==> src/hw/rtl/msqs_pkg.sv <==
// Shared types, widths and codes for the multi stack / queue store.
`default_nettype none

package msqs_pkg;

   // Default sizing of the top level
   localparam int MEM_DEPTH_DEF  = 256;
   localparam int MAX_STACKS_DEF = 8;
   localparam int MAX_QUEUES_DEF = 8;

   // Field and register widths
   localparam int WORD_W     = 32;
   localparam int MODE_W     = 2;
   localparam int TARGET_W   = 3;
   localparam int STATUS_W   = 2;
   localparam int COUNT_W    = 4;
   localparam int SEG_W      = 9;
   localparam int FILL_W     = 9;
   localparam int PTR_W      = 8;
   localparam int CSR_IDX_W  = 2;
   localparam int CSR_DATA_W = 9;

   // Largest usable segment
   localparam int SEG_MAX = 256;

   // Register reset values
   localparam int STACK_COUNT_RST   = 1;
   localparam int QUEUE_COUNT_RST   = 1;
   localparam int SEGMENT_WORDS_RST = 128;

   typedef enum logic [MODE_W-1:0] {
      MODE_PUSH = 2'd0,
      MODE_POP  = 2'd1,
      MODE_ENQ  = 2'd2,
      MODE_DEQ  = 2'd3
   } mode_type;

   typedef enum logic [STATUS_W-1:0] {
      ST_OK    = 2'd0,
      ST_EMPTY = 2'd1,
      ST_FULL  = 2'd2,
      ST_BAD   = 2'd3
   } status_type;

   typedef enum logic [CSR_IDX_W-1:0] {
      CSR_STACK_COUNT   = 2'd0,
      CSR_QUEUE_COUNT   = 2'd1,
      CSR_SEGMENT_WORDS = 2'd2
   } csr_idx_type;

   // Per-operation control traveling down the pipeline
   typedef struct packed {
      logic       vld;
      logic       rd_en;
      logic       wr_en;
      status_type status;
   } op_type;

endpackage

`default_nettype wire

==> src/hw/rtl/msqs_addr.sv <==
// Word address pipeline: segment base times size plus offset, reduced modulo depth.
`default_nettype none

module msqs_addr #(
   parameter int MEM_DEPTH = msqs_pkg::MEM_DEPTH_DEF,
   parameter int SEG_IDX_W = 4,
   parameter int ADDR_W    = 8
) (
   input  logic                                clock,
   input  logic                                reset,
   input  logic                                en,
   input  msqs_pkg::op_type                    op_a,
   input  logic [SEG_IDX_W-1:0]                seg_idx_a,
   input  logic [msqs_pkg::PTR_W-1:0]          offset_a,
   input  logic signed [msqs_pkg::WORD_W-1:0]  word_a,
   input  logic [msqs_pkg::SEG_W-1:0]          seg_eff,
   output msqs_pkg::op_type                    op_c,
   output logic [ADDR_W-1:0]                   addr_c,
   output logic signed [msqs_pkg::WORD_W-1:0]  word_c
);
   import msqs_pkg::*;

   // raw address < 2^(SEG_IDX_W+8): index * 256 + 255 at most
   localparam int RAW_W   = SEG_IDX_W + PTR_W;
   // reciprocal: q = floor(raw * RECIP / 2^SHIFT) is exact or one low
   localparam int SHIFT   = RAW_W + ADDR_W;
   localparam int PROD_W  = RAW_W + SHIFT;
   localparam logic [63:0] RECIP_FULL = (64'd1 << SHIFT) / 64'(MEM_DEPTH);
   localparam logic [SHIFT-1:0] RECIP = RECIP_FULL[SHIFT-1:0];
   localparam int DEPTH_W = ADDR_W + 1;
   localparam int QD_W    = RAW_W + DEPTH_W;

   op_type                   op_b_ff;
   logic [RAW_W-1:0]         raw_b_in;
   logic [RAW_W-1:0]         raw_b_ff;
   logic signed [WORD_W-1:0] word_b_ff;

   op_type                   op_c_ff;
   logic [PROD_W-1:0]        prod_b;
   logic [RAW_W-1:0]         q_c_in;
   logic [RAW_W-1:0]         q_c_ff;
   logic [RAW_W-1:0]         raw_c_ff;
   logic signed [WORD_W-1:0] word_c_ff;

   logic [QD_W-1:0]          qd_c;
   logic [RAW_W-1:0]         rem_c;
   logic [RAW_W-1:0]         rem_fix_c;

   // Stage B: base multiply plus offset
   assign raw_b_in = RAW_W'(RAW_W'(seg_idx_a) * RAW_W'(seg_eff)) + RAW_W'(offset_a);

   always_ff @(posedge clock) begin
      if (reset) begin
         op_b_ff <= '0;
      end else if (en) begin
         op_b_ff <= op_a;
      end
   end

   always_ff @(posedge clock) begin
      if (en) begin
         raw_b_ff  <= raw_b_in;
         word_b_ff <= word_a;
      end
   end

   // Stage C: quotient estimate
   assign prod_b = PROD_W'(raw_b_ff) * PROD_W'(RECIP);
   assign q_c_in = prod_b[PROD_W-1:SHIFT];

   always_ff @(posedge clock) begin
      if (reset) begin
         op_c_ff <= '0;
      end else if (en) begin
         op_c_ff <= op_b_ff;
      end
   end

   always_ff @(posedge clock) begin
      if (en) begin
         q_c_ff    <= q_c_in;
         raw_c_ff  <= raw_b_ff;
         word_c_ff <= word_b_ff;
      end
   end

   // Remainder with one correction step
   assign qd_c  = QD_W'(q_c_ff) * QD_W'(MEM_DEPTH);
   assign rem_c = raw_c_ff - qd_c[RAW_W-1:0];

   always_comb begin
      if (QD_W'(rem_c) >= QD_W'(MEM_DEPTH)) begin
         rem_fix_c = rem_c - RAW_W'(MEM_DEPTH);
      end else begin
         rem_fix_c = rem_c;
      end
   end

   assign op_c   = op_c_ff;
   assign addr_c = ADDR_W'(rem_fix_c);
   assign word_c = word_c_ff;

endmodule

`default_nettype wire

==> config.mk <==
export PLATFORM = sky130hd
export DESIGN_NAME = msqs_addr
export DESIGN_NICKNAME = d
export VERILOG_FILES = /design/src/hw/rtl/msqs_pkg.sv /design/src/hw/rtl/msqs_addr.sv
export SDC_FILE = /design/constraint.sdc
export NUM_CORES = 1
export LEC_CHECK = 0
export BUFFER_PORTS_ARGS = -buffer_cell sky130_fd_sc_hd__buf_4
export CORE_ASPECT_RATIO = 1.5
export CORE_MARGIN = 2
export CORE_UTILIZATION = 51
export DETAILED_ROUTE_END_ITERATION = 7
export PLACE_DENSITY_LB_ADDON = 0.12
export SYNTH_ARGS = -nofsm -noshare
export SYNTH_HDL_FRONTEND = slang
export SYNTH_SLANG_ARGS = --single-unit
export TNS_END_PERCENT = 1
==> constraint.sdc <==
create_clock -name clock -period 4.4 [get_ports clock]
set_clock_uncertainty 0.1 [all_clocks]
set_input_delay 0.44 -clock clock [delete_from_list [all_inputs] [get_ports clock]]
set_output_delay 0.44 -clock clock [all_outputs]
set_load 0.1 [all_outputs]
* Word level (Yosys, flattened, before mapping)
Cells that the tools add are included.
** Storage, ports and cells
- Register bits :: 102
- Bits of input ports :: 61
- Word-level logic and storage cells :: 19
** Operators by class
- Add/subtract/negate cells :: 3
- Multiply operators :: 1
- Magnitude comparators :: 1
- Multiplexer cells :: 1
** Operators with widths (count)
- $add 12x8->12 :: 1
- $ge 12x9->1 const B :: 1
- $mul 4x9->12 :: 1
- $sub 12x12->12 :: 1
- $mux 8 :: 1
- $sub 8x1->8 const B :: 1

* Logic depth before layout (Yosys ltp)
Gate-level depths: netlist of run 1.
- Depth in word-level cells :: 3
- Mapped depth :: 12
- Mapped depth without buffers :: 12

* Least setup slack after synthesis of run 1
No wires, ideal clock.
- Kind :: input -> register
- Start point :: input seg_eff[0] in the netlist's numbering
- End point :: register raw_b_ff[6] (data pin)
- Arrival time :: 3.027 ns
- Slack :: 1.078 ns
- Cell stages on the path :: 9
- Buffers on the path :: 0
- Cells stage by stage :: nand2_1 fa_1 fa_1 fa_1 inv_1 ha_1 a21o_1 a2111o_1 o311ai_0
** On the way
- Word-level cells in the longest chain between the ends :: 2
** RTL lines
- start: declaration :: RTL line msqs_addr.sv:16 : input logic [msqs_pkg::SEG_W-1:0] seg_eff,
- $mul 4x9->12 :: RTL line msqs_addr.sv:50 : assign raw_b_in = RAW_W'(RAW_W'(seg_idx_a) * RAW_W'(seg_eff)) + RAW_W'(offset_a);
- $add 12x8->12 :: RTL line msqs_addr.sv:50
- via raw_b_in[6] :: RTL line msqs_addr.sv:34 : logic [RAW_W-1:0] raw_b_in;
- end signal: assignment :: RTL line msqs_addr.sv:62 : raw_b_ff <= raw_b_in;
- end: declaration :: RTL line msqs_addr.sv:35 : logic [RAW_W-1:0] raw_b_ff;
The timed path passes the listed nets, and every way through them passes these cells.
A chain may end at the register's enable or synchronous reset.

* Final worst setup path of run 1
- Start point :: input seg_idx_a[3]
- End point :: register raw_b_ff[6] (data pin)
** On the way
- Word-level cells in the longest chain between the ends :: 2
** RTL lines
- start: declaration :: RTL line msqs_addr.sv:13 : input logic [SEG_IDX_W-1:0] seg_idx_a,
- $mul 4x9->12 :: RTL line msqs_addr.sv:50
- $add 12x8->12 :: RTL line msqs_addr.sv:50
- via raw_b_in[6] :: RTL line msqs_addr.sv:34
The timed path passes the listed nets, and every way through them passes these cells.

==> results of run 1 <==
## cells by family (layout without fill, tap and decap cells)
family,after synthesis,count (layout),share of synthesized area
xor gates and xnor gates,10,10,0.0283
buffers and inverters,28,144,0.0297
AOI/OAI and AO/OA,10,10,0.0196
adders and majority gates,25,25,0.117
muxes,10,10,0.0279
and+or+nand+nor,37,37,0.0513
DFF,90,90,0.727
## layer usage
metal,up-vias,part of all wire,track usage
met5,-,0,0
met4,0,0.023,0.0860
met3,8,0.061,0.0404
met2,75,0.55,0.262
met1,914,0.37,0.156
li1,952,-,-
## state kept, by name (all words and copies together), names as in the netlist
| signal | cells |
|---|---|
| op_b_ff | 5 |
| op_c | 5 |
| raw_b_ff | 8 |
| raw_c_ff | 8 |
| word_b_ff | 32 |
| word_c | 32 |
## power breakdown
part	internal [mW]	leakage, nW	switching, mW
clock network	0.195	0.0754	0.247
registers	1.05	0.865	0.0237
logic	0.177	1.05	0.411
## critical path, stage by stage
cell and delay, ns:
buf_4 0.10, nand2_1 0.07, fa_1 0.51, fa_1 0.51, fa_1 0.51, inv_1 0.04
ha_1 0.32, a21o_1 0.20, a2111o_1 0.41, o311ai_0 0.11
## cell type report
type / instances / area [µm²]
clock inverter: 4 / 21.3
timing repair buffer: 104 / 781
sequential: 90 / 2600
fill: 524 / 2250
tap: 78 / 97.6
multi-input combinational: 92 / 873
inverter: 26 / 97.6
clock buffer: 10 / 128
## worst max-delay path by stage
| stage | end | depth (start not counted) | slack, ns | start |
|---|---|---|---|---|
| floorplan | raw_b_ff[6] | 9 | 1.08 | seg_eff[0] |
| global placement | raw_b_ff[7] | 11 | 0.84 | seg_eff[1] |
| detailed placement | raw_b_ff[6] | 10 | 0.83 | seg_idx_a[3] |
| CTS | raw_b_ff[6] | 10 | 1.20 | seg_idx_a[3] |
| global route | raw_b_ff[6] | 10 | 1.07 | seg_idx_a[3] |
| finish | raw_b_ff[6] | 10 | 1.20 | seg_idx_a[3] |
## synth_stat cells, types with 2 or more instances
library cell,instances
mux2i_1,10
and2_1,9
nor2_1,10
and2_2,5
nand2_1,11
a21oi_1,4
edfxtp_1,80
ha_1,11
xor2_1,2
dfxtp_1,10
xnor2_1,7
a21o_1,3
inv_1,26
fa_1,14
==> flow_metrics.tcl, run 1 <==
set metrics [dict create \
    status "finished, final reports clean" \
    leakagePower_nw 1.99 \
    synth-seq-cells 90 \
    yosys-top-cells-area "edfxtp_1, fa_1, dfxtp_1" \
    min_period_ns 3.20 \
    clk_pin_slew_worst_paths_ns 0.08 \
    required_ns 4.43 \
    die_x_um 72.4 \
    synth_edf_count 80 \
    start_util 0.523 \
    vias 1949 \
    relSlewSlack 0.265 \
    seq_area_frac_synth 0.727 \
    syn_avg_cell_area_um2 17.1 \
    fin_crit_sh 0.727 \
    whs_endpoint "word_b_ff[25]" \
    grt_pass1_wl_um 8390 \
    fin_ws_ns 1.20 \
    syn_inst 210 \
    io_pins 106 \
    place_ws_ns 0.830 \
    grt_usage 0.149 \
    cellPowerDensity_mw_per_mm2 457 \
    wl_per_cell_um 13.6 \
    area_growth_syn_to_layout_pct 28.4 \
    totalWireLength_um 5500 \
    timing.fmax_ghz 0.312 \
    hp-class "in2reg" \
    post-cts-setup-buffer-count 0 \
    coreArea_mm2 0.00685 \
    final_util 0.671 \
    layout_commonest_cell "buf_4" \
    rsz0062_at_grt "no" \
    cts_sinks 90 \
    final_cell_mix "buf_4, edfxtp_1, inv_1, fa_1" \
    drt_iter0_drc 136 \
    grt_max_degree 91 \
    reg2reg_from "word_b_ff[8]" \
    row_count 37 \
    fin_hold_ws_ns 0.168 \
    ys.flop_type "edfxtp_1" \
    hold_viol 0 \
    synth_top_area_cell "edfxtp_1" \
    dp_hpwl_um 4080 \
    drc 0 \
    grt_pass1_vias 1865 \
    crit_fanout 5 \
    cts-buffers-inserted 9 \
    grt_antenna_before_repair 0 \
    dr.pass1.iters 4 \
    grt-ovfl-total 0 \
    maxSlewViolCount 0 \
    worstHoldStart "word_a[25]" \
    ctsHoldBuffers 0 \
    cts_root_buf "clkbuf_8" \
    yosysWarningCount 0 \
    cts_max_level 3 \
    crit_type "in2reg" \
    power_mw 2.10 \
    drive_gt1_frac 0.374 \
    n_antenna_cell 0 \
    final_area_mm2 0.00460 \
    final_cell_count_no_fill 404 \
    regToRegSetupSlack_ns 3.66 \
    die_area_mm2 0.00772 \
    setup-tns-final_ns 0 \
    rr_endpoint "word_c[8]" \
    synthArstFlopShare 0 \
    ys_types 22 \
    maxCapViolCount 0 \
    insertion_delay_ns 0.34 \
    io_buffers 104 \
    synth_top_cell_area_share 0.671 \
    setup_violations 0 \
    syn_area_mm2 0.00358 \
    ant_nets 0 \
    rr_worst_depth 0 \
    worstPathArrival_ns 3.23 \
    dpl_cell_area_mm2 0.00445 \
    hold_depth 1 \
    clockBufferDepth 2 \
    routed_via_density 4.82 \
    finalNetCount 409 \
    irDropWorstVdd_mv 0.223 \
    cts_resized 0 \
    cp-start-kind "primary input" \
    synth.net_count 296 \
    post-place-cells 390 \
    worstSetupEndpointType "flip-flop" \
    gp_routability_congestion 0.693 \
    cts_tree "built" \
    die_h_um 107 \
    worstMarginPinSlew_ns 1.10 \
]
Note: power is estimated with default switching activity, not from simulation.
==> inputs of run 2 (changes only) <==
CORE_UTILIZATION = 46   (was 51)
clock period = 2.7 ns   (was 4.4 ns; I/O delays follow)
==> flow_metrics.tcl, run 2 (synthesis results as in run 1) <==
set metrics [dict create \
    violations "negative setup slack" \
    insertion_delay_ns 0.33 \
    die_area_mm2 0.00852 \
    cellPowerDensity_mw_per_mm2 814 \
    start_util 0.474 \
    final_area_mm2 0.00506 \
    dp_hpwl_um 4600 \
    cts_sinks 90 \
    p_comb_frac 0.294 \
    crit_type "in2reg" \
    row_count 39 \
    final_cell_mix "buf_4, edfxtp_1, inv_1, fa_1" \
    p_int_mw 2.87 \
    final_cell_count_no_fill 445 \
    cp_cell_sequence "buf_8 > buf_4 > nand2_2 > fa_1 > fa_1 > fa_2 > inv_1 > ha_4 > inv_4 > a21oi_1 > o311ai_2" \
    gp_routability_congestion 0.763 \
    grt-ovfl-total 0 \
    cts_tree "built" \
    maxCapViolCount 0 \
    clk_pin_slew_worst_paths_ns 0.06 \
    drive_gt1_frac 0.458 \
    required_ns 2.67 \
    fin_ws_ns -0.125 \
    cp-start-kind "primary input" \
    timing.fmax_ghz 0.354 \
    status "finished, violations left" \
    worstSetupEndpointType "flip-flop" \
    grt_max_degree 47 \
    setup_violations 3 \
    final_util 0.669 \
    setup-tns-final_ns -0.264 \
    finalNetCount 425 \
    rsz0062_at_grt "yes" \
    hold_viol 0 \
    grt_pass1_vias 2080 \
    wl_per_cell_um 14.0 \
    cp.buffers_inverters 4 \
    power_mw 4.12 \
    coreArea_mm2 0.00756 \
    drc 0 \
    clkPwrFrac 0.280 \
    cpLargestDelayFamily "adder cells" \
    leakagePower_nw 2.16 \
    totalWireLength_um 6220 \
    multiInputGateArea_um2 993 \
    post-place-cells 425 \
    crit_fanout 4 \
    sequentialPowerShare 0.425 \
    ant_nets 0 \
    io_buffers 104 \
    maxSlewViolCount 0 \
    n_antenna_cell 0 \
    vias 2072 \
    fillers 549 \
    worstMarginPinSlew_ns 0.601 \
    irDropWorstVdd_mv 0.544 \
    cts_max_level 3 \
    netSwitchingFraction 0.305 \
    cpMaxStageDelayCell "fa_1" \
    register_area_mm2 0.00260 \
    fin_crit_sh 1.05 \
    cts-buffers-inserted 9 \
    max_stage_delay_ns 0.54 \
    area_growth_syn_to_layout_pct 41.4 \
    layout_commonest_cell "buf_4" \
    cts_root_buf "clkbuf_16" \
    p_sw_mw 1.26 \
    io_pins 106 \
    die_x_um 76.1 \
    routed_via_density 4.66 \
    grt_antenna_before_repair 0 \
    dr.pass1.iters 6 \
    clockBufferDepth 2 \
    crit_top_cell "fa_1" \
    min_period_ns 2.83 \
    grt_usage 0.152 \
    worstPathArrival_ns 2.79 \
    dpl_cell_area_mm2 0.00464 \
    grt_pass1_wl_um 9710 \
    relSlewSlack 0.600 \
    drt_iter0_drc 117 \
    die_h_um 112 \
    hp-class "in2reg" \
]
## run 2: through the flow
stage / hold WS, ns / setup slack (ns)
6_report: 0.0167 / -0.125
5_1_grt: 0.000399 / -0.181
3_5_place_dp: 0.305 / -0.564
3_3_place_gp: 0.300 / -0.495
4_1_cts: 0.00411 / -0.151
2_1_floorplan: 0.269 / -0.266
## run 2: power by group through the flow
stage / clock [mW] / sequential [mW] / combinational, mW
floorplan: 0 / 2.21 / 0.358
global placement: 0 / 1.77 / 1.09
detailed placement: 0 / 1.78 / 1.12
CTS: 1.19 / 1.76 / 1.18
global route: 1.25 / 1.77 / 1.28
finish: 1.16 / 1.75 / 1.21
## run 2: routing by layer
metal  track usage  routed length [µm]  vias up
met4        0.0679                 125        0
li1              -                   -      986
met5             0                   0        -
met2         0.279                3530       69
met3        0.0498                 326       12
met1         0.157                2240     1005
## run 2: layout make-up
| type | instances | share of cell area |
|---|---|---|
| Multi-Input combinational cell | 92 | 0.196 |
| Inverter | 26 | 0.0203 |
| Clock buffer | 12 | 0.0467 |
| Sequential cell | 90 | 0.514 |
| Clock inverter | 3 | 0.00815 |
| Tap cell | 102 | 0.0252 |
| Timing Repair Buffer | 120 | 0.190 |
## run 2: path summary, 6_finish.rpt
| path | startpoint | cells after the start | slack (ns) | to |
|---|---|---|---|---|
| hold / removal | word_a[11] | 1 | 0.02 | word_b_ff[11] |
| setup reg to reg | raw_b_ff[6] | 0 | 1.96 | raw_c_ff[6] |
| setup / recovery | seg_idx_a[3] | 11 | -0.13 | raw_b_ff[6] |
| hold reg to reg | word_b_ff[19] | 0 | 0.32 | word_c[19] |
## run 2: timing repair
item | CTS | global route
cloned | 0 | 0
hold endpoints to repair | 0 | 3
hold buffers | 0 | 3
resized for setup | 11 | 16
setup endpoints to repair | 3 | 4
setup buffers | 2 | 0
pin swaps | 9 | 8
==> inputs of run 3 (changes only) <==
CORE_UTILIZATION = 51   (was 46)
clock period = 2.85 ns   (was 2.7 ns; I/O delays follow)
==> flow_metrics.tcl, run 3 (synthesis results as in run 1) <==
set metrics [dict create \
    status "finished, violations left" \
    violations "negative setup slack" \
    regToRegSetupSlack_ns 2.12 \
    grt_pass1_vias 2240 \
    cts_max_level 3 \
    grt_antenna_before_repair 0 \
    relSlewSlack 0.550 \
    die_x_um 72.4 \
    final_cell_mix "buf_4, edfxtp_1, dlygate4sd3_1, inv_1, fa_1" \
    hold_depth 1 \
    fin_ws_ns -0.00487 \
    required_ns 2.84 \
    reg2reg_from "word_b_ff[27]" \
    area_growth_syn_to_layout_pct 43.3 \
    dp_hpwl_um 4500 \
    io_buffers 104 \
    setup_violations 1 \
    rr_worst_depth 0 \
    clockBufferDepth 2 \
    maxCapViolCount 0 \
    finalNetCount 451 \
    cts-buffers-inserted 9 \
    cts_root_buf "clkbuf_8" \
    hp-class "in2reg" \
    insertion_delay_ns 0.35 \
    row_count 37 \
    leakagePower_nw 2.21 \
    clk_pin_slew_worst_paths_ns 0.07 \
    totalWireLength_um 6200 \
    irDropWorstVdd_mv 0.279 \
    drc 0 \
    cp-start-kind "primary input" \
    rr_endpoint "word_c[27]" \
    die_area_mm2 0.00772 \
    start_util 0.523 \
    routed_via_density 4.83 \
    crit_fanout 7 \
    setup-tns-final_ns -0.00487 \
    rsz0062_at_grt "yes" \
    worstHoldStart "word_a[6]" \
    worstPathArrival_ns 2.85 \
    fillers 464 \
    grt_pass1_wl_um 9690 \
    grt_usage 0.170 \
    coreArea_mm2 0.00685 \
    cellPowerDensity_mw_per_mm2 708 \
    multiInputGateArea_um2 945 \
    gp_routability_congestion 0.732 \
    register_area_mm2 0.00260 \
    whs_endpoint "word_b_ff[6]" \
    drt_iter0_drc 97 \
    ant_nets 0 \
    drive_gt1_frac 0.397 \
    cts_tree "built" \
    layout_commonest_cell "buf_4" \
    n_antenna_cell 0 \
    fin_crit_sh 1.00 \
    dr.pass1.iters 4 \
    timing.fmax_ghz 0.350 \
    final_util 0.749 \
    wl_per_cell_um 13.9 \
    die_h_um 107 \
    grt_max_degree 52 \
    cts_sinks 90 \
    post-cts-setup-buffer-count 0 \
    cp-startpoint "seg_idx_a[1]" \
    vias 2155 \
    crit_type "in2reg" \
    maxSlewViolCount 0 \
    io_pins 106 \
    grt-ovfl-total 0 \
    worstSetupEndpointType "flip-flop" \
    place_ws_ns -0.376 \
    worstMarginPinSlew_ns 0.674 \
    hold_viol 0 \
    min_period_ns 2.85 \
]
## run 3: cell types whose count changed in the layout (fill, tap and decap cells not counted), moves of 3 or more
| cell | previous run | this run |
|---|---|---|
| clkbuf_8 | 0 | 9 |
| buf_4 | 110 | 114 |
| dlygate4sd3_1 | 3 | 31 |
| clkbuf_1 | 3 | 0 |
| buf_6 | 3 | 0 |
| clkbuf_16 | 9 | 0 |
## run 3: power breakdown
group          switching [mW]  internal (mW)  leakage [nW]
Clock                   0.401          0.484         0.101
Sequential             0.0381           1.62         0.865
Combinational           0.699          0.393          1.24
## run 3: timing repair
action,CTS,global route
cloned,0,0
pin swaps,1,1
hold buffers,29,2
endpoints found under the hold margin,29,2
resized for setup,0,1
setup endpoints to repair,1,2
## run 3: through the flow
step	instance area, µm²	total power [mW]	std cells	hold WS, ns
after floorplan	3640	2.43	210	0.284
after CTS	5100	3.65	444	0.00175
after global routing	5130	3.80	446	0.00160
after global placement	4610	2.70	401	0.300
final	5130	3.63	446	0.0265
after detailed placement	4610	2.73	401	0.305
## run 3: worst max path at each step
stage | to | slack [ns] | cells past startpoint
finish | raw_b_ff[7] | -0.005 | 11
CTS | raw_b_ff[6] | 0.009 | 10
floorplan | raw_b_ff[7] | -0.13 | 10
global route | raw_b_ff[7] | -0.07 | 11
global placement | raw_b_ff[7] | -0.32 | 11
detailed placement | raw_b_ff[6] | -0.38 | 10
## run 3: metal layers
layer / track usage / share of wire
met5: 0 / 0
met4: 0.0873 / 0.030
met3: 0.0470 / 0.066
met2: 0.311 / 0.55
met1: 0.171 / 0.36
## run 3: final cells by class
class	instances	area share
inverter	26	0.0190
sequential	90	0.507
clock inverter	5	0.0158
multi-input combinational	92	0.184
clock buffer	9	0.0241
timing repair buffer	146	0.231
tap	78	0.0190
## run 3: critical path, stage by stage
cell	delay, ns
buf_4	0.12
nand2_2	0.06
fa_1	0.55
fa_1	0.43
fa_1	0.51
inv_2	0.05
ha_4	0.26
a21o_1	0.16
a21oi_4	0.07
o31ai_2	0.26
xnor2_1	0.10
