## config.mk

```make
export PLATFORM = sky130hd
export DESIGN_NAME = msqs_ctrl
export DESIGN_NICKNAME = d
export VERILOG_FILES = /design/src/hw/rtl/msqs_pkg.sv /design/src/hw/rtl/msqs_ctrl.sv
export SDC_FILE = /design/constraint.sdc
export NUM_CORES = 1
export LEC_CHECK = 0
export BUFFER_PORTS_ARGS = -buffer_cell sky130_fd_sc_hd__buf_2
export CAP_MARGIN = 20
export CORE_UTILIZATION = 45
export CTS_CLUSTER_DIAMETER = 50
export CTS_CLUSTER_SIZE = 20
export DETAILED_ROUTE_END_ITERATION = 6
export SYNTH_ARGS = -nofsm -noshare
export SYNTH_HDL_FRONTEND = slang
export SYNTH_SLANG_ARGS = --single-unit
```

## constraint.sdc

```tcl
create_clock -name clock -period 6.1 [get_ports clock]
set_clock_uncertainty 0.15 [all_clocks]
set_input_delay 0.305 -clock clock [delete_from_list [all_inputs] [get_ports clock]]
set_output_delay 0.305 -clock clock [all_outputs]
set_load 0.01 [all_outputs]
```

## src/hw/rtl/msqs_pkg.sv

```systemverilog
// Shared types, widths and codes for the multi stack / queue store.
`default_nettype none

package msqs_pkg;

   // Default sizing of the top level
   localparam int MEM_DEPTH_DEF  = 256;
   localparam int MAX_STACKS_DEF = 8;
   localparam int MAX_QUEUES_DEF = 8;

   // Field and register widths
   localparam int WORD_W     = 32;
   localparam int MODE_W     = 2;
   localparam int TARGET_W   = 3;
   localparam int STATUS_W   = 2;
   localparam int COUNT_W    = 4;
   localparam int SEG_W      = 9;
   localparam int FILL_W     = 9;
   localparam int PTR_W      = 8;
   localparam int CSR_IDX_W  = 2;
   localparam int CSR_DATA_W = 9;

   // Largest usable segment
   localparam int SEG_MAX = 256;

   // Register reset values
   localparam int STACK_COUNT_RST   = 1;
   localparam int QUEUE_COUNT_RST   = 1;
   localparam int SEGMENT_WORDS_RST = 128;

   typedef enum logic [MODE_W-1:0] {
      MODE_PUSH = 2'd0,
      MODE_POP  = 2'd1,
      MODE_ENQ  = 2'd2,
      MODE_DEQ  = 2'd3
   } mode_type;

   typedef enum logic [STATUS_W-1:0] {
      ST_OK    = 2'd0,
      ST_EMPTY = 2'd1,
      ST_FULL  = 2'd2,
      ST_BAD   = 2'd3
   } status_type;

   typedef enum logic [CSR_IDX_W-1:0] {
      CSR_STACK_COUNT   = 2'd0,
      CSR_QUEUE_COUNT   = 2'd1,
      CSR_SEGMENT_WORDS = 2'd2
   } csr_idx_type;

   // Per-operation control traveling down the pipeline
   typedef struct packed {
      logic       vld;
      logic       rd_en;
      logic       wr_en;
      status_type status;
   } op_type;

endpackage

`default_nettype wire

```

## src/hw/rtl/msqs_ctrl.sv

```systemverilog
// Input register, config registers, per-structure fill/pointer state and decision.
`default_nettype none

module msqs_ctrl #(
   parameter int MAX_STACKS = msqs_pkg::MAX_STACKS_DEF,
   parameter int MAX_QUEUES = msqs_pkg::MAX_QUEUES_DEF,
   parameter int SEG_IDX_W  = 4
) (
   input  logic                                clock,
   input  logic                                reset,
   input  logic                                en,
   input  logic                                csr_we,
   input  logic [msqs_pkg::CSR_IDX_W-1:0]      csr_idx,
   input  logic [msqs_pkg::CSR_DATA_W-1:0]     csr_data,
   input  logic                                req_vld,
   input  logic [msqs_pkg::MODE_W-1:0]         req_mode,
   input  logic [msqs_pkg::TARGET_W-1:0]       req_target,
   input  logic signed [msqs_pkg::WORD_W-1:0]  req_word,
   output msqs_pkg::op_type                    op_ff,
   output logic [SEG_IDX_W-1:0]                seg_idx_ff,
   output logic [msqs_pkg::PTR_W-1:0]          offset_ff,
   output logic signed [msqs_pkg::WORD_W-1:0]  word_ff,
   output logic [msqs_pkg::SEG_W-1:0]          seg_eff
);
   import msqs_pkg::*;

   localparam int SIW = (MAX_STACKS > 1) ? $clog2(MAX_STACKS) : 1;
   localparam int QIW = (MAX_QUEUES > 1) ? $clog2(MAX_QUEUES) : 1;

   // config
   logic [COUNT_W-1:0] stack_cnt_ff;
   logic [COUNT_W-1:0] queue_cnt_ff;
   logic [SEG_W-1:0]   seg_words_ff;

   // input register
   logic                     in_vld_ff;
   logic [MODE_W-1:0]        in_mode_ff;
   logic [TARGET_W-1:0]      in_target_ff;
   logic signed [WORD_W-1:0] in_word_ff;

   // structure state
   logic [FILL_W-1:0] stack_fill_ff [MAX_STACKS];
   logic [FILL_W-1:0] stack_fill_in [MAX_STACKS];
   logic [PTR_W-1:0]  queue_head_ff [MAX_QUEUES];
   logic [PTR_W-1:0]  queue_head_in [MAX_QUEUES];
   logic [PTR_W-1:0]  queue_tail_ff [MAX_QUEUES];
   logic [PTR_W-1:0]  queue_tail_in [MAX_QUEUES];
   logic [FILL_W-1:0] queue_fill_ff [MAX_QUEUES];
   logic [FILL_W-1:0] queue_fill_in [MAX_QUEUES];

   logic [COUNT_W-1:0]   stk_eff;
   logic [COUNT_W-1:0]   que_eff;
   logic [SIW-1:0]       s_idx;
   logic [QIW-1:0]       q_idx;
   logic [FILL_W-1:0]    s_fill;
   logic [FILL_W-1:0]    s_fill_dec;
   logic [FILL_W-1:0]    q_fill;
   logic [PTR_W-1:0]     q_head;
   logic [PTR_W-1:0]     q_tail;
   logic                 stk_bad;
   logic                 que_bad;
   op_type               op_in;
   logic [SEG_IDX_W-1:0] seg_idx_in;
   logic [PTR_W-1:0]     offset_in;

   function automatic logic [PTR_W-1:0] ring_next(input logic [PTR_W-1:0] p,
                                                  input logic [SEG_W-1:0] seg);
      logic [PTR_W:0] n;
      n = {1'b0, p} + (PTR_W+1)'(1);
      return (n >= seg) ? '0 : n[PTR_W-1:0];
   endfunction

   // Config registers
   always_ff @(posedge clock) begin
      if (reset) begin
         stack_cnt_ff <= COUNT_W'(STACK_COUNT_RST);
         queue_cnt_ff <= COUNT_W'(QUEUE_COUNT_RST);
         seg_words_ff <= SEG_W'(SEGMENT_WORDS_RST);
      end else if (csr_we) begin
         case (csr_idx_type'(csr_idx))
            CSR_STACK_COUNT:   stack_cnt_ff <= csr_data[COUNT_W-1:0];
            CSR_QUEUE_COUNT:   queue_cnt_ff <= csr_data[COUNT_W-1:0];
            CSR_SEGMENT_WORDS: seg_words_ff <= csr_data[SEG_W-1:0];
            default: ;
         endcase
      end
   end

   // Clamped config
   always_comb begin
      if (seg_words_ff == '0) begin
         seg_eff = SEG_W'(1);
      end else if (seg_words_ff > SEG_W'(SEG_MAX)) begin
         seg_eff = SEG_W'(SEG_MAX);
      end else begin
         seg_eff = seg_words_ff;
      end
   end

   assign stk_eff = (int'(stack_cnt_ff) > MAX_STACKS) ? COUNT_W'(MAX_STACKS) : stack_cnt_ff;
   assign que_eff = (int'(queue_cnt_ff) > MAX_QUEUES) ? COUNT_W'(MAX_QUEUES) : queue_cnt_ff;

   // Input register
   always_ff @(posedge clock) begin
      if (reset) begin
         in_vld_ff <= 1'b0;
      end else if (en) begin
         in_vld_ff <= req_vld;
      end
   end

   always_ff @(posedge clock) begin
      if (en && req_vld) begin
         in_mode_ff   <= req_mode;
         in_target_ff <= req_target;
         in_word_ff   <= req_word;
      end
   end

   assign s_idx      = SIW'(in_target_ff);
   assign q_idx      = QIW'(in_target_ff);
   assign stk_bad    = int'(in_target_ff) >= int'(stk_eff);
   assign que_bad    = int'(in_target_ff) >= int'(que_eff);
   assign s_fill     = stack_fill_ff[s_idx];
   assign s_fill_dec = s_fill - FILL_W'(1);
   assign q_fill     = queue_fill_ff[q_idx];
   assign q_head     = queue_head_ff[q_idx];
   assign q_tail     = queue_tail_ff[q_idx];

   // Decision and next state
   always_comb begin
      stack_fill_in = stack_fill_ff;
      queue_head_in = queue_head_ff;
      queue_tail_in = queue_tail_ff;
      queue_fill_in = queue_fill_ff;
      op_in.vld     = in_vld_ff;
      op_in.rd_en   = 1'b0;
      op_in.wr_en   = 1'b0;
      op_in.status  = ST_OK;
      seg_idx_in    = SEG_IDX_W'(in_target_ff);
      offset_in     = '0;

      case (mode_type'(in_mode_ff))
         MODE_PUSH: begin
            if (stk_bad) begin
               op_in.status = ST_BAD;
            end else if (s_fill >= seg_eff) begin
               op_in.status = ST_FULL;
            end else begin
               op_in.wr_en          = 1'b1;
               offset_in            = s_fill[PTR_W-1:0];
               stack_fill_in[s_idx] = s_fill + FILL_W'(1);
            end
         end
         MODE_POP: begin
            if (stk_bad) begin
               op_in.status = ST_BAD;
            end else if (s_fill == '0) begin
               op_in.status = ST_EMPTY;
            end else begin
               op_in.rd_en          = 1'b1;
               offset_in            = s_fill_dec[PTR_W-1:0];
               stack_fill_in[s_idx] = s_fill_dec;
            end
         end
         MODE_ENQ: begin
            seg_idx_in = SEG_IDX_W'(int'(stk_eff) + int'(in_target_ff));
            if (que_bad) begin
               op_in.status = ST_BAD;
            end else if (q_fill >= seg_eff) begin
               op_in.status = ST_FULL;
            end else begin
               op_in.wr_en          = 1'b1;
               offset_in            = q_tail;
               queue_tail_in[q_idx] = ring_next(q_tail, seg_eff);
               queue_fill_in[q_idx] = q_fill + FILL_W'(1);
            end
         end
         MODE_DEQ: begin
            seg_idx_in = SEG_IDX_W'(int'(stk_eff) + int'(in_target_ff));
            if (que_bad) begin
               op_in.status = ST_BAD;
            end else if (q_fill == '0) begin
               op_in.status = ST_EMPTY;
            end else begin
               op_in.rd_en          = 1'b1;
               offset_in            = q_head;
               queue_head_in[q_idx] = ring_next(q_head, seg_eff);
               queue_fill_in[q_idx] = q_fill - FILL_W'(1);
            end
         end
         default: ;
      endcase
   end

   // State update, one request per enabled cycle
   always_ff @(posedge clock) begin
      if (reset) begin
         for (int i = 0; i < MAX_STACKS; i++) begin
            stack_fill_ff[i] <= '0;
         end
         for (int i = 0; i < MAX_QUEUES; i++) begin
            queue_head_ff[i] <= '0;
            queue_tail_ff[i] <= '0;
            queue_fill_ff[i] <= '0;
         end
      end else if (en && in_vld_ff) begin
         stack_fill_ff <= stack_fill_in;
         queue_head_ff <= queue_head_in;
         queue_tail_ff <= queue_tail_in;
         queue_fill_ff <= queue_fill_in;
      end
   end

   // Stage A output registers
   always_ff @(posedge clock) begin
      if (reset) begin
         op_ff <= '0;
      end else if (en) begin
         op_ff <= op_in;
      end
   end

   always_ff @(posedge clock) begin
      if (en) begin
         seg_idx_ff <= seg_idx_in;
         offset_ff  <= offset_in;
         word_ff    <= in_word_ff;
      end
   end

endmodule

`default_nettype wire

```

# Word level (Yosys, flattened, before mapping)
# Index checks and enable logic that the tools add are counted.
dict set report totals {
  output_inout_bits 58
  reg_bits 376
  word_cells 167
}
dict set report op_classes {
  bitwise 4
  eq_ne 13
  muxes 67
  n_reduce_logical 18
  n_addsub 7
  order_cmp 11
}
# op n
set op_table {}
lappend op_table {{two-way mux 72 bit} 8}
lappend op_table {{bitwise mux 72 bit} 4}
lappend op_table {{one-hot mux 72 bit (2 select lines)} 2}
lappend op_table {{bitwise mux 64 bit} 2}
lappend op_table {{two-way mux 8 bit} 15}
lappend op_table {{two-way mux 9 bit} 7}
lappend op_table {{binary-select mux 9 bit (select 3 bit)} 2}
lappend op_table {{binary-select mux 8 bit (select 3 bit)} 2}
lappend op_table {{>= comparator 9 bit} 4}
lappend op_table {{one-hot mux 8 bit (4 select lines)} 1}
lappend op_table {{demux 9 bit (select 3 bit)} 1}
lappend op_table {{zero test 9 bit} 3}
lappend op_table {{demux 8 bit (select 3 bit)} 1}
lappend op_table {{adder 8 x 1 -> 9 bit, second input constant} 2}
lappend op_table {{adder 9 x 1 -> 9 bit, second input constant} 2}
lappend op_table {{subtractor 9 x 1 -> 9 bit, second input constant} 2}
lappend op_table {{!= test 2 bit, second input constant} 8}
lappend op_table {{two-way mux 2 bit} 6}
lappend op_table {{AND reduction 6 bit} 2}
lappend op_table {{two-way mux 1 bit} 10}
lappend op_table {{> comparator 9 bit, second input constant} 1}
lappend op_table {{>= comparator 3 x 4 -> 1 bit} 2}
lappend op_table {{> comparator 4 bit, second input constant} 2}
lappend op_table {{two-way mux 4 bit} 2}
lappend op_table {{16 further kinds} 29}

# Longest topological paths before layout
# Gate-level depths: netlist of the first run.
dict set report depth {
  depth_word 9
  mapped_depth 22
  mapped_depth_nobuf 16
}

# Worst setup path before layout of the first run
# No wires, ideal clock.
dict set report synth_timing {
  kind {reg2reg}
  from {register in_target_ff[2]}
  to {register queue_head_ff[20] (netlist name)}
  arrival_time_ns 4.507
  path_slack_ns 1.372
  stages_incl_launch_ff 22
  setup_time_ns 0.070
  path_buffers 7
  t_required_ns 5.880
  path_cell_list {edfxtp_1 > buf_4 > buf_4 > buf_2 > buf_2 > buf_2 > mux2_2 > a221oi_1 > o22ai_1 > nand3_1 > xor2_1 > ha_1 > nand4_1 > nor2_1 > a311o_1 > maj3_1 > a21oi_1 > buf_2 > and2_1 > buf_2 > nand2_1 > a21oi_1}
}
dict set report synth_via {
  elab_chain_cells 8
  elab_cells_between_ends 21
  cone_classes {add/sub: 1; order compare: 4; mux: 10; bitwise: 3; reduce/logical: 3}
}
# element line
set synth_lines {}
lappend synth_lines {{start, declared} msqs_ctrl.sv:38} ;# logic [TARGET_W-1:0] in_target_ff;
lappend synth_lines {{start signal, assigned} msqs_ctrl.sv:115} ;# in_target_ff <= req_target;
lappend synth_lines {{NOT 3 -> 4 bit (not written as such)} {msqs_ctrl.sv:126, msqs_ctrl.sv:127, msqs_ctrl.sv:188}}
lappend synth_lines {{binary-select mux 8 bit (select 3 bit)} msqs_ctrl.sv:127} ;# assign q_head = queue_head_ff[q_idx];
lappend synth_lines {{two-way mux 8 bit (not written as such) (2 in series)} msqs_ctrl.sv:127}
lappend synth_lines {{adder 8 x 1 -> 9 bit} msqs_ctrl.sv:69} ;# n = {1'b0, p} + (PTR_W+1)'(1);
lappend synth_lines {{>= comparator 9 bit} msqs_ctrl.sv:70} ;# return (n >= seg) ? '0 : n[PTR_W-1:0];
lappend synth_lines {{two-way mux 8 bit} msqs_ctrl.sv:70}
lappend synth_lines {{bitwise mux 64 bit} msqs_ctrl.sv:188} ;# queue_head_in[q_idx] = ring_next(q_head, seg_eff);
lappend synth_lines {{end signal, assigned} msqs_ctrl.sv:209} ;# queue_head_ff <= queue_head_in;
lappend synth_lines {{end, declared} msqs_ctrl.sv:44} ;# logic [PTR_W-1:0] queue_head_ff [MAX_QUEUES];
# Several ways; a longest one is shown, not always the timed one. The select of a mux whose other input is x is not followed.
# A chain may end at the register's enable or synchronous reset.

# Final worst setup path of the first run
dict set report layout_timing {
  from {register in_target_ff[1]}
  to {register stack_fill_ff[16] (netlist name)}
}
dict set report layout_via {
  elab_chain_cells 9
  elab_cells_between_ends 26
  cone_classes {add/sub: 2; order compare: 4; eq/ne: 4; mux: 12; bitwise: 1; reduce/logical: 3}
}
# element line
set layout_lines {}
lappend layout_lines {{NOT 3 -> 4 bit (not written as such)} {msqs_ctrl.sv:124, msqs_ctrl.sv:152, msqs_ctrl.sv:163}}
lappend layout_lines {{binary-select mux 9 bit (select 3 bit) (tied with other cells)} msqs_ctrl.sv:124} ;# assign s_fill = stack_fill_ff[s_idx];
lappend layout_lines {{two-way mux 9 bit (not written as such) or logical AND 1 bit (tied branches)} {msqs_ctrl.sv:124, msqs_ctrl.sv:152, msqs_ctrl.sv:163}}
lappend layout_lines {{two-way mux 9 bit (on tied branches)} {msqs_ctrl.sv:124, msqs_ctrl.sv:152, msqs_ctrl.sv:163}}
lappend layout_lines {{subtractor 9 x 1 -> 9 bit (tied with other cells)} msqs_ctrl.sv:125} ;# assign s_fill_dec = s_fill - FILL_W'(1);
lappend layout_lines {{bitwise mux 72 bit (on tied branches)} {msqs_ctrl.sv:163, msqs_ctrl.sv:152}}
lappend layout_lines {{two-way mux 72 bit (on tied branches)} {msqs_ctrl.sv:158, msqs_ctrl.sv:147}}
lappend layout_lines {{two-way mux 72 bit (on tied branches)} {msqs_ctrl.sv:156, msqs_ctrl.sv:145}}
lappend layout_lines {{one-hot mux 72 bit (2 select lines)} msqs_ctrl.sv:143} ;# case (mode_type'(in_mode_ff))
lappend layout_lines {{end signal, assigned} msqs_ctrl.sv:208} ;# stack_fill_ff <= stack_fill_in;
lappend layout_lines {{end, declared} msqs_ctrl.sv:42} ;# logic [FILL_W-1:0] stack_fill_ff [MAX_STACKS];
# Several ways; a longest one is shown, not always the timed one. The select of a mux whose other input is x is not followed.

==> results.txt, run 1 <==
IO Count - 111
Clock root buffer - clkbuf_16
Routed wire length per instance - 22.0 um
Initial Utilization - 0.460
R2r worst-path depth - 14
CP Class - register to register
FF+latch count, synth - 376
DP Wirelength - 36600 um
Syn Nets - 1895
Reg-to-Reg Start - in_target_ff[1]
Final Non-Filler Cells - 2470
Avg Inst Size Synth - 10.0 sq um
CTS buffer count - 38
Synth cell types - 92
Most frequent cells in the layout - 295 x dfxtp_1, 192 x nor2_1, 144 x mux2i_1
Status - finished clean
Die X - 202 um
Vias in the first global route - 13800
Reg clk slew, reported paths - 0.07 ns
Slew Limit Fails - 0
Number of diodes - 0
Critical path launch point - in_target_ff[1]
Ys flop type - dfxtp_1
Iter 0 DRT Violations - 1427
Crit end category - register
Worst EP arrival - 6.07 ns
Initial antenna violation count - 0
CTS H-tree depth - 2
Longest Clk Path Bufs - 3
Final TNS setup - 0 ns
Maximum vdd drop - 205 uV
Total Wirelength - 54400 um
CTS tree - done
Register area - 8340 sq um
Max cap viols - 0
Area occupied by multi-input gates - 8810 sq um
Via Count - 14500
Syn. warnings - 0
Pre-Repair DR Iteration Count - 6
Sequential element share of the synthesized area - 0.465
Startpoint types - register
Commonest non-fill, non-tap cell in the layout - dfxtp_1
Placed insts - 2354
Worst slew pin tran - 1.16 ns
Final design utilization - 0.533
First-pass GRT wire length - 83500 um
Leak - 0.00773 uW
EDFF count, synth - 81
Worst skew pair latency - 0.57 ns
DRC Markers - 0
Setup-failing EPs final - 0
Largest net degree at the start of global routing - 191
Height of the die - 202 um
Cell Area, Synth - 17900 sq um
Share of cells above drive strength 1 - 0.166
Gate Count Post-Synth - 1793
# nets final - 2025
Hold crit path type - input port to register
Row count - 72
Fill cells - 3518
Post-DR vias/cell - 5.88
Buffers on Ports - 110
Layout area overhead - 15.8%
Global route overflow - 0
Die outline area - 40700 sq um
Final ANT Viol Nets - 0
GRT Resource Usage Total - 0.266
Tcrit/Tclk final - 0.947
Max-slew headroom - 0.226
Period minus WS final - 5.78 ns
CTS Sinks - 376
Routability congestion estimate - 0.939
Cell area power density - 271 nW/um^2
Max Freq - 173 MHz
RSZ-0062 raised after global routing - no
Final Hold Vio Count - 0
Post-synthesis async set-or-reset flop share - 0
Hold Crit Depth - 4
Core area - 39000 sq um
Hold Crit Start - csr_idx[1]
CP Max Fanout - 35
Critical path required time - 6.40 ns
-- worst max-delay path, cell delays in order (launching register included) --
cell and delay (ns):
edfxtp_1 0.54, buf_4 0.50, nor2b_1 0.34, a221o_1 0.44
a221oi_2 0.55, inv_1 0.11, ha_1 0.31, nand2_1 0.07
or2_2 0.14, nor2_1 0.07, a2111oi_0 0.74, o311ai_2 0.56
a211o_1 0.64, nor2b_1 0.24, a211oi_1 0.22
-- flip-flops by register name, indices dropped and copies added, names as in the netlist, named ones only --
signal,flops
word_ff,32
in_mode_ff,2
stack_fill_ff,64
seg_words_ff,9
queue_head_ff,64
queue_tail_ff,64
queue_cnt_ff,4
offset_ff,8
in_vld_ff,1
stack_cnt_ff,4
op_ff,5
queue_fill_ff,64
in_word_ff,32
in_target_ff,3
seg_idx_ff,4
-- metrics by stage --
step	total power, uW	worst slack [ns]	instance area [sq um]	hold WS [ns]
floorplan	3000	1.37	17900	0.250
global placement	3180	0.537	19000	0.251
detailed placement	3190	0.328	19000	0.255
CTS	5680	0.275	20800	0.0158
global route	5830	0.0792	20800	0.0611
finish	5640	0.322	20800	0.0424
-- Yosys cell counts (all sizes together) (7+ instances only) --
library cell | instances | area [sq um]
inv | 50 | 188
xnor2 | 21 | 199
mux4 | 22 | 499
edfxtp | 81 | 2430
nor2 | 193 | 727
a221oi | 29 | 273
nand2b | 41 | 257
nand2 | 113 | 424
a311oi | 8 | 70.1
dfxtp | 295 | 5910
clkbuf | 60 | 225
o2bb2ai | 9 | 78.8
nand3b | 90 | 676
nand3 | 31 | 165
o31ai | 14 | 105
nand4 | 8 | 56.3
o22ai | 24 | 150
and2 | 12 | 75.1
a21oi | 98 | 498
buf | 62 | 404
or2 | 13 | 81.3
a22oi | 7 | 52.6
mux2 | 18 | 203
ha | 48 | 601
nor2b | 19 | 119
or3 | 7 | 43.8
nor3 | 26 | 140
o21ai | 111 | 608
a211oi | 34 | 273
mux2i | 145 | 1460
a21o | 7 | 52.6
-- what timing repair did --
action	CTS	global route
setup endpoints to repair	0	7
buffers inserted	0	1
endpoints found under the hold margin	54	0
resized for setup	0	1
hold buffers	46	0
-- per-layer routing --
metal  vias to the layer above  part of all wire  track usage
met5                         -                 0            0
met4                         0             0.031       0.0955
met3                        98             0.067       0.0462
li1                       6797                 -            -
met1                      7121              0.45        0.377
met2                       509              0.45        0.407
-- where the power goes --
group          switching [uW]  internal, uW  total, uW
Sequential               20.9          2590       2610
Clock                    1090          1390       2480
Combinational             359           192        551
Total                    1470          4170       5640
-- path summary, 6_finish.rpt --
| check | to | slack, ns |
|---|---|---|
| worst max-delay path | stack_fill_ff[16] | 0.32 |
| worst max register to register | stack_fill_ff[16] | 0.32 |
| worst min-delay path | stack_cnt_ff[1] | 0.04 |
| worst min register to register | word_ff[2] | 0.27 |
-- final cells by class --
cell class,count,share of cell area
Clock inverter,25,0.0138
Multi-Input combinational cell,1245,0.424
Timing Repair Buffer,212,0.0711
Tap cell,518,0.0312
Sequential cell,376,0.401
Inverter,50,0.00903
Clock buffer,44,0.0499
-- logic make-up after synthesis --
kind of cell,Yosys count,share of synthesized area
AO/OA/AOI/OAI,408,0.157
buffers and inverters,172,0.0455
adder cells (fa/ha/maj),51,0.0357
multiplexers,185,0.120
AND/OR/NAND/NOR,574,0.163
XOR/XNOR,27,0.0140
flip-flops,376,0.465
No activity file was read; power rests on OpenSTA's default activity.
==> run 2, diff against run 1 <==
--- a/config.mk
+++ b/config.mk
@@ -5,12 +5,12 @@
 export SDC_FILE = /design/constraint.sdc
 export NUM_CORES = 1
 export LEC_CHECK = 0
-export BUFFER_PORTS_ARGS = -buffer_cell sky130_fd_sc_hd__buf_2
 export CAP_MARGIN = 20
 export CORE_UTILIZATION = 45
 export CTS_CLUSTER_DIAMETER = 50
 export CTS_CLUSTER_SIZE = 20
 export DETAILED_ROUTE_END_ITERATION = 6
+export DONT_BUFFER_PORTS = 1
 export SYNTH_ARGS = -nofsm -noshare
 export SYNTH_HDL_FRONTEND = slang
 export SYNTH_SLANG_ARGS = --single-unit
==> constraint.sdc (replaced) <==
create_clock -name clock -period 4.9 [get_ports clock]
set_clock_uncertainty 0.15 [all_clocks]
set_input_delay 0.245 -clock clock [delete_from_list [all_inputs] [get_ports clock]]
set_output_delay 0.245 -clock clock [all_outputs]
set_load 0.01 [all_outputs]
==> results.txt, run 2 (synthesized netlist as in run 1, its figures left out) <==
Max-slew headroom - 0.0791
Int Pwr - 5360 uW
Share of cells above drive strength 1 - 0.145
Routed wire length per instance - 22.8 um
Final design utilization - 0.534
Tcrit/Tclk final - 0.954
DP Wirelength - 37500 um
Max Freq - 214 MHz
Reg-to-Reg Start - in_target_ff[1]
Buffers on Ports - 0
Setup-failing EPs final - 0
CTS H-tree depth - 2
Cell area power density - 347 nW/um^2
Initial Utilization - 0.460
Height of the die - 202 um
Post-DR vias/cell - 5.91
RSZ-0062 raised after global routing - yes
Die outline area - 40700 sq um
Reg2reg setup slack - 0.23 ns
Period minus WS final - 4.67 ns
Number of diodes - 0
# nets final - 1967
Setup WS post-layout - 0.226 ns
Commonest non-fill, non-tap cell in the layout - dfxtp_1
Reg2reg end - queue_head_ff[4]
Placed cell area - 18700 sq um
Status - finished clean
Maximum vdd drop - 202 uV
CTS buffer count - 39
Slew Limit Fails - 0
Final Non-Filler Cells - 2413
CTS Sinks - 376
Core area - 39000 sq um
Fill cells - 3488
DRC Markers - 0
Longest Clk Path Bufs - 3
Fin area - 20800 sq um
Layout area overhead - 16.2%
Top delay family on crit path - compound AO/OA/AOI/OAI gates
Startpoint types - register
Hold Crit Start - reset
R2r worst-path depth - 17
Max incr delay on CP - 0.46 ns
Row count - 72
CTS tree - done
Worst slew pin tran - 1.38 ns
Final Hold Vio Count - 0
Final ANT Viol Nets - 0
Placed insts - 2285
Setup WS pre-CTS - 0.0138 ns
WHS Endpoint - queue_tail_ff[4]
Hold Crit Depth - 2
Worst skew pair latency - 0.58 ns
Slowest CP cell - a2111oi_4
Reg clk slew, reported paths - 0.07 ns
Die X - 202 um
Clock root buffer - clkbuf_16
Global route overflow - 0
Iter 0 DRT Violations - 1133
Sw frac - 0.260
Routability congestion estimate - 0.952
Vias in the first global route - 13900
Crit path buffers/inverters - 2
CP Class - register to register
Clock share of power - 0.455
Most frequent cells in the layout - 295 x dfxtp_1, 191 x nor2_1, 144 x mux2i_1
Net Switching - 1880 uW
Crit path cell chain - buf_4, or3b_1, a21oi_1, o211ai_1, a2111oi_4, nand3_1, xor2_2, ha_1, nand4_1, nor2_1, a311o_1, maj3_1, a21oi_1, buf_4, and2_2, nand2_1, a21oi_1
Worst EP arrival - 5.01 ns
Cell mode on critical path - a21oi_1
Total Wirelength - 54900 um
GRT Resource Usage Total - 0.269
Initial antenna violation count - 0
IO Count - 111
Largest net degree at the start of global routing - 317
Hold crit path type - input port to register
Combinational Power Share - 0.093
Leak - 0.00761 uW
Max cap viols - 0
Critical path required time - 5.24 ns
First-pass GRT wire length - 84300 um
Seq pwr share - 0.452
CP Max Fanout - 23
Via Count - 14300
Pre-Repair DR Iteration Count - 6
Crit end category - register
run 2: worst max-delay path by stage:
stage                                   end            start  cells past startpoint
after detailed placement   queue_tail_ff[5]  in_target_ff[0]                     16
after global placement    queue_tail_ff[37]  in_target_ff[0]                     16
final                      queue_head_ff[4]  in_target_ff[1]                     17
after floorplan           queue_head_ff[20]  in_target_ff[2]                     21
after CTS                  queue_head_ff[4]  in_target_ff[1]                     17
after global routing      queue_tail_ff[13]  in_target_ff[2]                     18
run 2: final cells by class:
class / count / area (sq um) / share of cell area
clock inverters: 27 / 377 / 0.0181
clock buffers: 44 / 1060 / 0.0508
multi-input cells: 1245 / 8870 / 0.425
well taps: 518 / 648 / 0.0311
repair buffers: 153 / 1370 / 0.0657
flip-flops and latches: 376 / 8340 / 0.400
inverters: 50 / 188 / 0.00900
run 2: stage by stage:
stage                     hold slack (ns)  total power (uW)  TNS [ns]
after floorplan                     0.194              3740         0
after global placement              0.194              3890         0
after detailed placement            0.194              3900         0
after CTS                          0.0959              7270         0
after global routing                0.113              7470  -0.00428
final                              0.0682              7240         0
run 2: power groups by stage:
| stage | Sequential, uW | Combinational, uW | Clock, uW |
|---|---|---|---|
| 2_1_floorplan | 3330 | 412 | 0 |
| 3_3_place_gp | 3340 | 555 | 0 |
| 3_5_place_dp | 3340 | 562 | 0 |
| 4_1_cts | 3270 | 654 | 3350 |
| 5_1_grt | 3270 | 715 | 3480 |
| 6_report | 3270 | 672 | 3290 |
run 2: metal layers:
layer  vias up  wire (um)  share of wire  track usage
met1      6917      24400           0.44        0.367
met2       535      24500           0.45        0.417
met5         -          0              0            0
met3       131       3700          0.067       0.0510
li1       6670          -              -            -
met4         0       2280          0.042        0.115
run 2: repair_timing:
item                                    4_1_cts  5_1_grt
hold endpoints to repair                    376        0
buffers inserted                              0        1
gates resized for setup                       1       19
pin swaps                                     0        1
endpoints found under the setup margin        2      125
hold buffers                                 56        0
